--- src/hw/rtl/dpt_pkg.sv ---
// ----------------------------------------------------------------------------
// Divider and programmable timer package
// Field widths, register indexes, the state record and the period table.
// ----------------------------------------------------------------------------
package dpt_pkg;

  localparam int unsigned CyclesW   = 8;
  localparam int unsigned ByteW     = 8;
  localparam int unsigned CountdownW = 12;
  localparam int unsigned CfgAddrW  = 2;
  localparam int unsigned CfgDataW  = 8;
  localparam int unsigned InDataW   = 8;
  localparam int unsigned OutDataW  = 16;

  // Register indexes on the configuration port.
  typedef enum logic [CfgAddrW-1:0] {
    CFG_TIMER_ENABLE = 2'd0,
    CFG_CLOCK_SELECT = 2'd1,
    CFG_RELOAD_VALUE = 2'd2
  } dpt_cfg_idx_t;

  // Clock select codes.
  typedef enum logic [1:0] {
    SEL_1024 = 2'd0,
    SEL_16   = 2'd1,
    SEL_64   = 2'd2,
    SEL_256  = 2'd3
  } dpt_sel_t;

  localparam logic signed [CountdownW-1:0] CountdownReset = 12'sd1024;
  localparam logic signed [CountdownW:0]   CountdownFloor = -13'sd1024;
  localparam logic [ByteW-1:0]             CountMax       = 8'd255;

  typedef struct packed {
    logic [ByteW-1:0]             prescale;
    logic [ByteW-1:0]             divider;
    logic signed [CountdownW-1:0] countdown;
    logic [ByteW-1:0]             count;
  } dpt_state_t;

  typedef struct packed {
    logic             enable;
    dpt_sel_t         sel;
    logic [ByteW-1:0] reload;
  } dpt_cfg_t;

  // Timer period in machine cycles for each select code.
  function automatic logic [CountdownW-1:0] period_of(dpt_sel_t sel);
    logic [CountdownW-1:0] p;
    case (sel)
      SEL_1024: p = 12'd1024;
      SEL_16:   p = 12'd16;
      SEL_64:   p = 12'd64;
      SEL_256:  p = 12'd256;
      default:  p = 12'd1024;
    endcase
    return p;
  endfunction

endpackage

--- src/hw/rtl/dpt_step.sv ---
// ----------------------------------------------------------------------------
// Divider and timer next-state logic
// One update of divider, countdown and timer counter for one beat.
// ----------------------------------------------------------------------------
module dpt_step (
  input  dpt_pkg::dpt_state_t         cur,
  input  dpt_pkg::dpt_cfg_t           cfg,
  input  logic [dpt_pkg::CyclesW-1:0] cycles,
  output dpt_pkg::dpt_state_t         nxt,
  output logic                        irq
);
  import dpt_pkg::*;

  logic [ByteW:0]               pre_sum;
  logic signed [CountdownW:0]   cd_sub;
  logic signed [CountdownW:0]   cd_add;
  logic signed [CountdownW:0]   cd_new;
  logic                         expire;

  always_comb begin
    // Prescaler stays below 256, so one carry out steps the divider.
    pre_sum = {1'b0, cur.prescale} + {1'b0, cycles};

    cd_sub = {cur.countdown[CountdownW-1], cur.countdown}
             - $signed({{(CountdownW+1-CyclesW){1'b0}}, cycles});
    expire = (cd_sub <= 0);
    cd_add = cd_sub + $signed({1'b0, period_of(cfg.sel)});
    cd_new = expire ? cd_add : cd_sub;
    if (cd_new < CountdownFloor) begin
      cd_new = CountdownFloor;
    end

    nxt          = cur;
    irq          = 1'b0;
    nxt.prescale = pre_sum[ByteW-1:0];
    nxt.divider  = pre_sum[ByteW] ? cur.divider + 8'd1 : cur.divider;
    if (cfg.enable) begin
      nxt.countdown = cd_new[CountdownW-1:0];
      if (expire) begin
        if (cur.count == CountMax) begin
          nxt.count = cfg.reload;
          irq       = 1'b1;
        end else begin
          nxt.count = cur.count + 8'd1;
        end
      end
    end
  end

endmodule

--- src/hw/rtl/divider_and_programmable_timer.sv ---
// ----------------------------------------------------------------------------
// Divider and programmable timer
// Output: a result beat is registered and appears in the cycle after its input beat is accepted.
// Throughput: one beat per cycle while out_tready is high; the single output register frees whenever
// out_tready is high, so input and output proceed together.
// Reset: synchronous, active low; clears the configuration, output valid, prescaler,
// divider and counter, and loads the countdown with 1024.
// ----------------------------------------------------------------------------
module divider_and_programmable_timer (
  input  logic                          clk,
  input  logic                          rst_n,
  // Configuration write port.
  input  logic                          cfg_we,
  input  logic [dpt_pkg::CfgAddrW-1:0]  cfg_addr,
  input  logic [dpt_pkg::CfgDataW-1:0]  cfg_wdata,
  // Input stream.
  input  logic                          in_tvalid,
  output logic                          in_tready,
  input  logic [dpt_pkg::InDataW-1:0]   in_tdata,   // [7:0] elapsed_cycles
  // Result stream.
  output logic                          out_tvalid,
  input  logic                          out_tready,
  output logic [dpt_pkg::OutDataW-1:0]  out_tdata,  // [7:0] divider_value,
                                                    // [15:8] timer_value
  output logic                          out_tuser   // [0] timer_irq
);
  import dpt_pkg::*;

  dpt_state_t             state_r;
  dpt_state_t             state_nxt;
  dpt_cfg_t               cfg_r;
  logic                   irq_nxt;
  logic                   out_valid_r;
  logic [OutDataW-1:0]    out_data_r;
  logic                   out_irq_r;
  logic                   in_beat;

  // The output register is the only buffer: a new beat enters whenever it is
  // empty or being drained in the same cycle.
  assign in_tready = !out_valid_r || out_tready;
  assign in_beat   = in_tvalid && in_tready;

  // All arithmetic for a beat happens between state_r and the output register.
  dpt_step u_step (
    .cur    (state_r),
    .cfg    (cfg_r),
    .cycles (in_tdata[CyclesW-1:0]),
    .nxt    (state_nxt),
    .irq    (irq_nxt)
  );

  // Configuration registers. Writes to an unused index are dropped.
  always_ff @(posedge clk) begin
    if (!rst_n) begin
      cfg_r.enable <= 1'b0;
      cfg_r.sel    <= SEL_1024;
      cfg_r.reload <= '0;
    end else if (cfg_we) begin
      unique case (cfg_addr)
        CFG_TIMER_ENABLE: cfg_r.enable <= cfg_wdata[0];
        CFG_CLOCK_SELECT: cfg_r.sel    <= dpt_sel_t'(cfg_wdata[1:0]);
        CFG_RELOAD_VALUE: cfg_r.reload <= cfg_wdata[ByteW-1:0];
        default: ;
      endcase
    end
  end

  // Timer state advances once per accepted beat.
  always_ff @(posedge clk) begin
    if (!rst_n) begin
      state_r.prescale  <= '0;
      state_r.divider   <= '0;
      state_r.countdown <= CountdownReset;
      state_r.count     <= '0;
    end else if (in_beat) begin
      state_r <= state_nxt;
    end
  end

  // Output valid flag.
  always_ff @(posedge clk) begin
    if (!rst_n) begin
      out_valid_r <= 1'b0;
    end else if (in_beat) begin
      out_valid_r <= 1'b1;
    end else if (out_tready) begin
      out_valid_r <= 1'b0;
    end
  end

  // Output payload holds the values after this beat's update.
  always_ff @(posedge clk) begin
    if (in_beat) begin
      out_data_r <= {state_nxt.count, state_nxt.divider};
      out_irq_r  <= irq_nxt;
    end
  end

  assign out_tvalid = out_valid_r;
  assign out_tdata  = out_data_r;
  assign out_tuser  = out_irq_r;

endmodule

--- config.mk ---
export PLATFORM = sky130hd
export DESIGN_NAME = divider_and_programmable_timer
export DESIGN_NICKNAME = d
export VERILOG_FILES = /design/src/hw/rtl/dpt_pkg.sv /design/src/hw/rtl/dpt_step.sv /design/src/hw/rtl/divider_and_programmable_timer.sv
export SDC_FILE = /design/constraint.sdc
export NUM_CORES = 1
export LEC_CHECK = 0
export ABC_AREA = 1
export BUFFER_PORTS_ARGS = -buffer_cell sky130_fd_sc_hd__buf_4
export CORE_MARGIN = 1.5
export CORE_UTILIZATION = 55
export CTS_CLUSTER_SIZE = 20
export DETAILED_ROUTE_END_ITERATION = 10
export PLACE_DENSITY = 0.75
export SETUP_SLACK_MARGIN = 0.2
export SYNTH_ARGS = -nofsm -noshare
export SYNTH_HDL_FRONTEND = slang
export SYNTH_SLANG_ARGS = --single-unit
export TNS_END_PERCENT = 100
--- constraint.sdc ---
create_clock -name clk -period 3.1 [get_ports clk]
set_clock_uncertainty 0.05 [all_clocks]
set_input_delay 0 -clock clk [delete_from_list [all_inputs] [get_ports clk]]
set_output_delay 0 -clock clk [all_outputs]
set_load 0.01 [all_outputs]
# Word level (Yosys, flattened, before mapping)
# Index checks and enable logic that the tools add are counted.
# op_classes
addsub	5
magnitude_cmp	2
eq_ne	6
muxes	10
reduce_logical	11
# ops
cell	n
12-bit case mux with 4 select lines	1
8-bit two-way mux	4
8-bit by 1-bit adder with 8-bit output (second input constant)	2
13-bit adder	1
13-bit by 1-bit less-or-equal comparator with 1-bit output (second input constant)	1
13-bit by 11-bit < comparator with 1-bit output (second input constant)	1
13-bit two-way mux	1
12-bit by 9-bit subtractor with 13-bit output	1
12-bit two-way mux	1
2-bit AND reduction	5
8-bit by 8-bit adder with 9-bit output	1
8-bit == test (second input constant)	1
2-bit == test (second input constant)	3
2-bit by 1-bit == test with 1-bit output (second input constant)	2
2-bit logical NOT	2
1-bit two-way mux	3
2-bit nonzero test	1
1-bit logical AND	1
1-bit logical NOT	1
1-bit logical OR	1
# totals
regBits	65
input_bits	23
elab_cells	44

# Longest topological paths before layout
# logic_depth
depth_word	6
ltp_mapped	23

# Hierarchy
# Synthesis repeated with hierarchy kept, for this count alone.
# hier_totals
hier_cells	724
area_unflattened_um2	4697.0
# by_module_without_submodules
mod	n_inst	cells_per_inst	area_each_um2
divider_and_programmable_timer	1	330	2653.8
dpt_step	1	394	2043.2

# Worst setup path before layout
# No wires, ideal clock.
# synth_path
path_type	flip-flop to flip-flop
startpoint	register state_r[8] (netlist bit)
endpoint	register state_r[9] (netlist bit)
setup_ns	0.132
t_arrival_ns	2.572
required_ns	2.918
setup_slack_ns	0.346
path_stages_with_launch	20
path_buffers	0
period_less_slack_ns	2.754
cell_sequence	dfxtp_1 > inv_1 > ha_1 > fa_1 > inv_1 > nand3_1 > nand4_1 > nand2_1 > ha_1 > ha_1 > a21oi_1 > inv_1 > nand3_1 > nand2_1 > nand3_1 > a21oi_1 > nor2_1 > nand2_4 > nand2_1 > a21oi_1
# synth_via
elab_chain_cells	5
elab_cells_between_ends	6
cone_classes	add/sub (2); order compare (2); mux (2)
# synth_rtl
item	line_no	source
from (decl)	divider_and_programmable_timer.sv:29	dpt_state_t state_r;
from (signal assigned)	divider_and_programmable_timer.sv:76	state_r <= state_nxt;
12-bit by 9-bit subtractor with 13-bit output *	dpt_step.sv:25	- $signed({{(CountdownW+1-CyclesW){1'b0}}, cycles});
13-bit adder / 13-bit by 1-bit less-or-equal comparator with 1-bit output (equally long branches)	dpt_step.sv:27, dpt_step.sv:26	
13-bit two-way mux *	dpt_step.sv:28	cd_new = expire ? cd_add : cd_sub;
13-bit by 11-bit < comparator with 1-bit output	dpt_step.sv:29	if (cd_new < CountdownFloor) begin
12-bit two-way mux *	dpt_step.sv:29	
# Mark *: on every way between the ends. The rest lies on a longest branch, timed or not.
# A chain may end at the register's enable or synchronous reset.

# Final worst setup path
# layout_path
startpoint	register state_r[8] (netlist bit)
endpoint	register state_r[13] (netlist bit)
# Same word-level chain as after synthesis.

==> metrics.md <==
| Metric | Value |
|---|---|
| Outcome | complete, but fails checks |
| Mean Syn Cell Area | roughly 7.1 um2 |
| Largest net degree at the start of global routing | 32 |
| Failing checks | negative hold slack |
| LEAKAGE | approximately 2.6 nW |
| Max-Cap Viols | 0 |
| Boundary Pins | 42 |
| Clock tree buffer depth | 2 |
| Drt first pass iters | 5 |
| Die Wd | a little under 90 um |
| Most frequent cells in the layout | nand2_1, inv_1, buf_4 |
| Hold Vio Cnt, Final | 1 |
| Synthesis-stage register bit count | 65 |
| Max Fclk | 355.8 MHz |
| Aggregate global routing overflow | 0 |
| CP Launch Type | register |
| Gpl congestion | 0.9315 |
| Die area | 8010 um2 |
| Syn nets | 630 |
| First-pass GRT wire length | between 15 and 20 mm |
| Effective utilization at floorplan | a little under three fifths |
| Worst-path clk slew | 70 ps |
| Final period util | 90.67% |
| Core area | 7253 um2 |
| Num CTS Buffers | 9 |
| Async set-reset flop share out of synthesis | 0% |
| Detailed-route via count | 3975 |
| N_diodes | 0 |
| Slowest stage delay, CP | 340 ps |
| R2R Path Start | state_r[8] |
| Critical path class | register to register |
| WL/cell | 12.94 um |
| Max stage delay cell, worst path | dfxtp_2 |
| Layout area overhead | 28.40% |
| Crit-path cells | inv_2, ha_4, fa_2, inv_2, nand3_2, nand4_1, nand2_2, ha_4, ha_4, a21oi_4, buf_4, nor2_1, nand2_1, nand3_1, nand2_1, nand2_2, nand2_2, nand3_4, nand2_4, nand2_2, a21oi_2 |
| Std cell rows | 31 |
| RR Endpoint | state_r[13] |
| Antenna viol nets, final | 0 |
| Die Span Y | 89.50 um |
| Crit path from | state_r[8] |
| H-tree depth | 3 |
| Final setup violation count | 0 |
| Slew Viols, Final | 0 |
| Top delay family on crit path | simple AND/OR/NAND/NOR gates |
| Synthesis Warnings | 0 |
| Worst Hold Class | primary input to register |
| Most common cell after layout, fill and taps aside | nand2_1 |
| CP bufs+invs | 3 |
| Worst hold margin | -0.6936 ps |
| Critical path arrival | 3040 ps |
| Setup TNS | 0 ps |
| Most used flip-flop cell after synthesis | dfxtp_1 |
| Layout cells sized above 1 | 22.89% |
| DRC violation total after the first TritonRoute iteration | 210 |
| Skew-Pair Late Insertion Delay | 350 ps |
| FF-to-FF setup slack | 290 ps |
| Slew margin rel. | a little over half |
| Worst Setup EP | state_r[13] |
| Clock Sink Count | 65 |
| Final #Nets | 707 |
| CP dominant cell by count | nand2_2 |
| DR vias/cell | 5.210 |
| Worst vdd rail ir drop | roughly 0.32 mV |
| Setup crit end kind | register |
| Mapped cell area | 4115 um2 |
| Min Clock Period, post-route | 2811 ps |
| Reg2Reg Depth | 21 |
| Port Buffers | 41 |
| Crit-path max FO | 5 |
| Syn Inst Count | 582 |
| Vias in the first global route | 3443 |
| Final wirelength | 9.870 mm |
| Crit path depth | 21 |
| Initial antenna violation count | 0 |
| DR DRC count | 0 |
| RSZ-0062 raised after global routing | no |
| Req. time, crit path | 3330 ps |
| Root buffer cell | clkbuf_8 |
| Number of flops mapped to enable cells by yosys | 17 |
| DP HPWL | between 6 and 7 mm |
| Synth cell types | 39 |
| Pwr/cell area | 446.5 nW/um2 |
| Slew @ Worst Pin | slightly below 700 ps |
| Seq/Total Area, Yosys | 35.76% |
| CTS tree | yes |
| GR Util All Layers | 24.87% |
-- metrics by stage --
| stage | instances | power (mW) | worst slack (ps) | cell area [um2] | utilization [%] |
|---|---|---|---|---|---|
| final | 763 | 2.359 | 289.1 | 5284 | 72.85 |
| after CTS | 753 | 2.328 | 201.1 | 5045 | 69.55 |
| after global routing | 763 | 2.469 | 145.1 | 5284 | 72.85 |
| after global placement | 712 | 1.412 | 147.3 | 4498 | 62.01 |
| after detailed placement | 712 | 1.426 | -4.804 | 4498 | 62.01 |
| after floorplan | 582 | 1.298 | 345.6 | 4115 | - |
-- state kept, by name (all words and copies together) (netlist names) --
name,count
cfg_r,11
state_r,36
out_tdata,16
out_tvalid,1
out_tuser,1
-- routing by layer --
layer  wire (um)  global-route usage [%]
met5           0                       0
met4         120                   8.252
met3         437                   5.540
met2        4970                   41.83
met1        4341                   31.64
-- tightest hold or removal path, cell delays in order --
cell and delay, ps:
buf_4 100, ha_4 120, nor2_1 30, nand2_1 50
a21oi_1 50
-- what timing repair did --
action / 4_1_cts / 5_1_grt
hold buffers: 23 / 0
cloned: 1 / 0
hold endpoints to repair: 22 / 0
setup endpoints to repair: 12 / 18
buffers inserted: 1 / 10
gates resized for setup: 13 / 42
pin swaps: 9 / 14
-- power by group --
group	internal, mW	total, mW	leakage (nW)	switching, mW
combinational	0.217	0.520	1.87	0.303
clock	0.526	0.871	0.121	0.345
sequential	0.935	0.968	0.566	0.0329
total	1.68	2.36	2.56	0.680
-- final cells by class --
type	count	area (um2)
multi-input combinational	404	2419
fill	564	1969
sequential	65	1473
timing repair buffer	77	635.6
inverter	102	385.4
clock buffer	11	162.7
tap	99	123.9
clock inverter	5	85.08
-- cells by family after synthesis --
kind of cell / Yosys count / synth area share, %
adders and majority gates: 25 / 7.966
and+or+nand+nor: 250 / 27.00
buffers and inverters: 114 / 10.92
DFF: 65 / 35.76
AOI/OAI and AO/OA: 113 / 15.17
xor gates and xnor gates: 15 / 3.193
-- synthesized netlist by cell type (2+ instances only) --
cell / count / area (um2)
nand4_1: 8 / 50.05
nand3_1: 31 / 155.2
xor2_1: 14 / 122.6
ha_1: 23 / 287.8
inv_2: 2 / 7.510
nand2_1: 117 / 439.2
o21ai_0: 39 / 195.2
a31oi_1: 3 / 18.77
nor2_1: 56 / 210.2
o211ai_1: 2 / 15.01
o21ai_1: 8 / 40.04
dfxtp_1: 48 / 960.9
clkbuf_1: 9 / 33.78
nand2_2: 13 / 81.33
edfxtp_1: 17 / 510.5
nor4_1: 3 / 18.77
clkinv_1: 2 / 7.510
nand2_4: 2 / 22.52
a21oi_1: 47 / 235.2
nor2_2: 3 / 18.77
a21oi_2: 3 / 26.28
inv_1: 97 / 364.1
nand3_2: 2 / 20.02
or2_2: 2 / 12.51
fa_1: 2 / 40.04
o21ai_2: 6 / 52.55
nor3_1: 11 / 55.05
-- how the worst min path moves through the flow --
stage,slack (ps),endpoint,depth (start not counted),from
final,-0.7,state_r[8],5,in_tdata[0]
after floorplan,80,in_tready,2,out_tready
after CTS,10,state_r[0],4,in_tvalid
after detailed placement,180,cfg_r[6],3,cfg_wdata[6]
after global routing,10,state_r[8],5,in_tdata[0]
after global placement,170,cfg_r[2],3,cfg_wdata[2]
No activity file was read; power rests on OpenSTA's default activity.
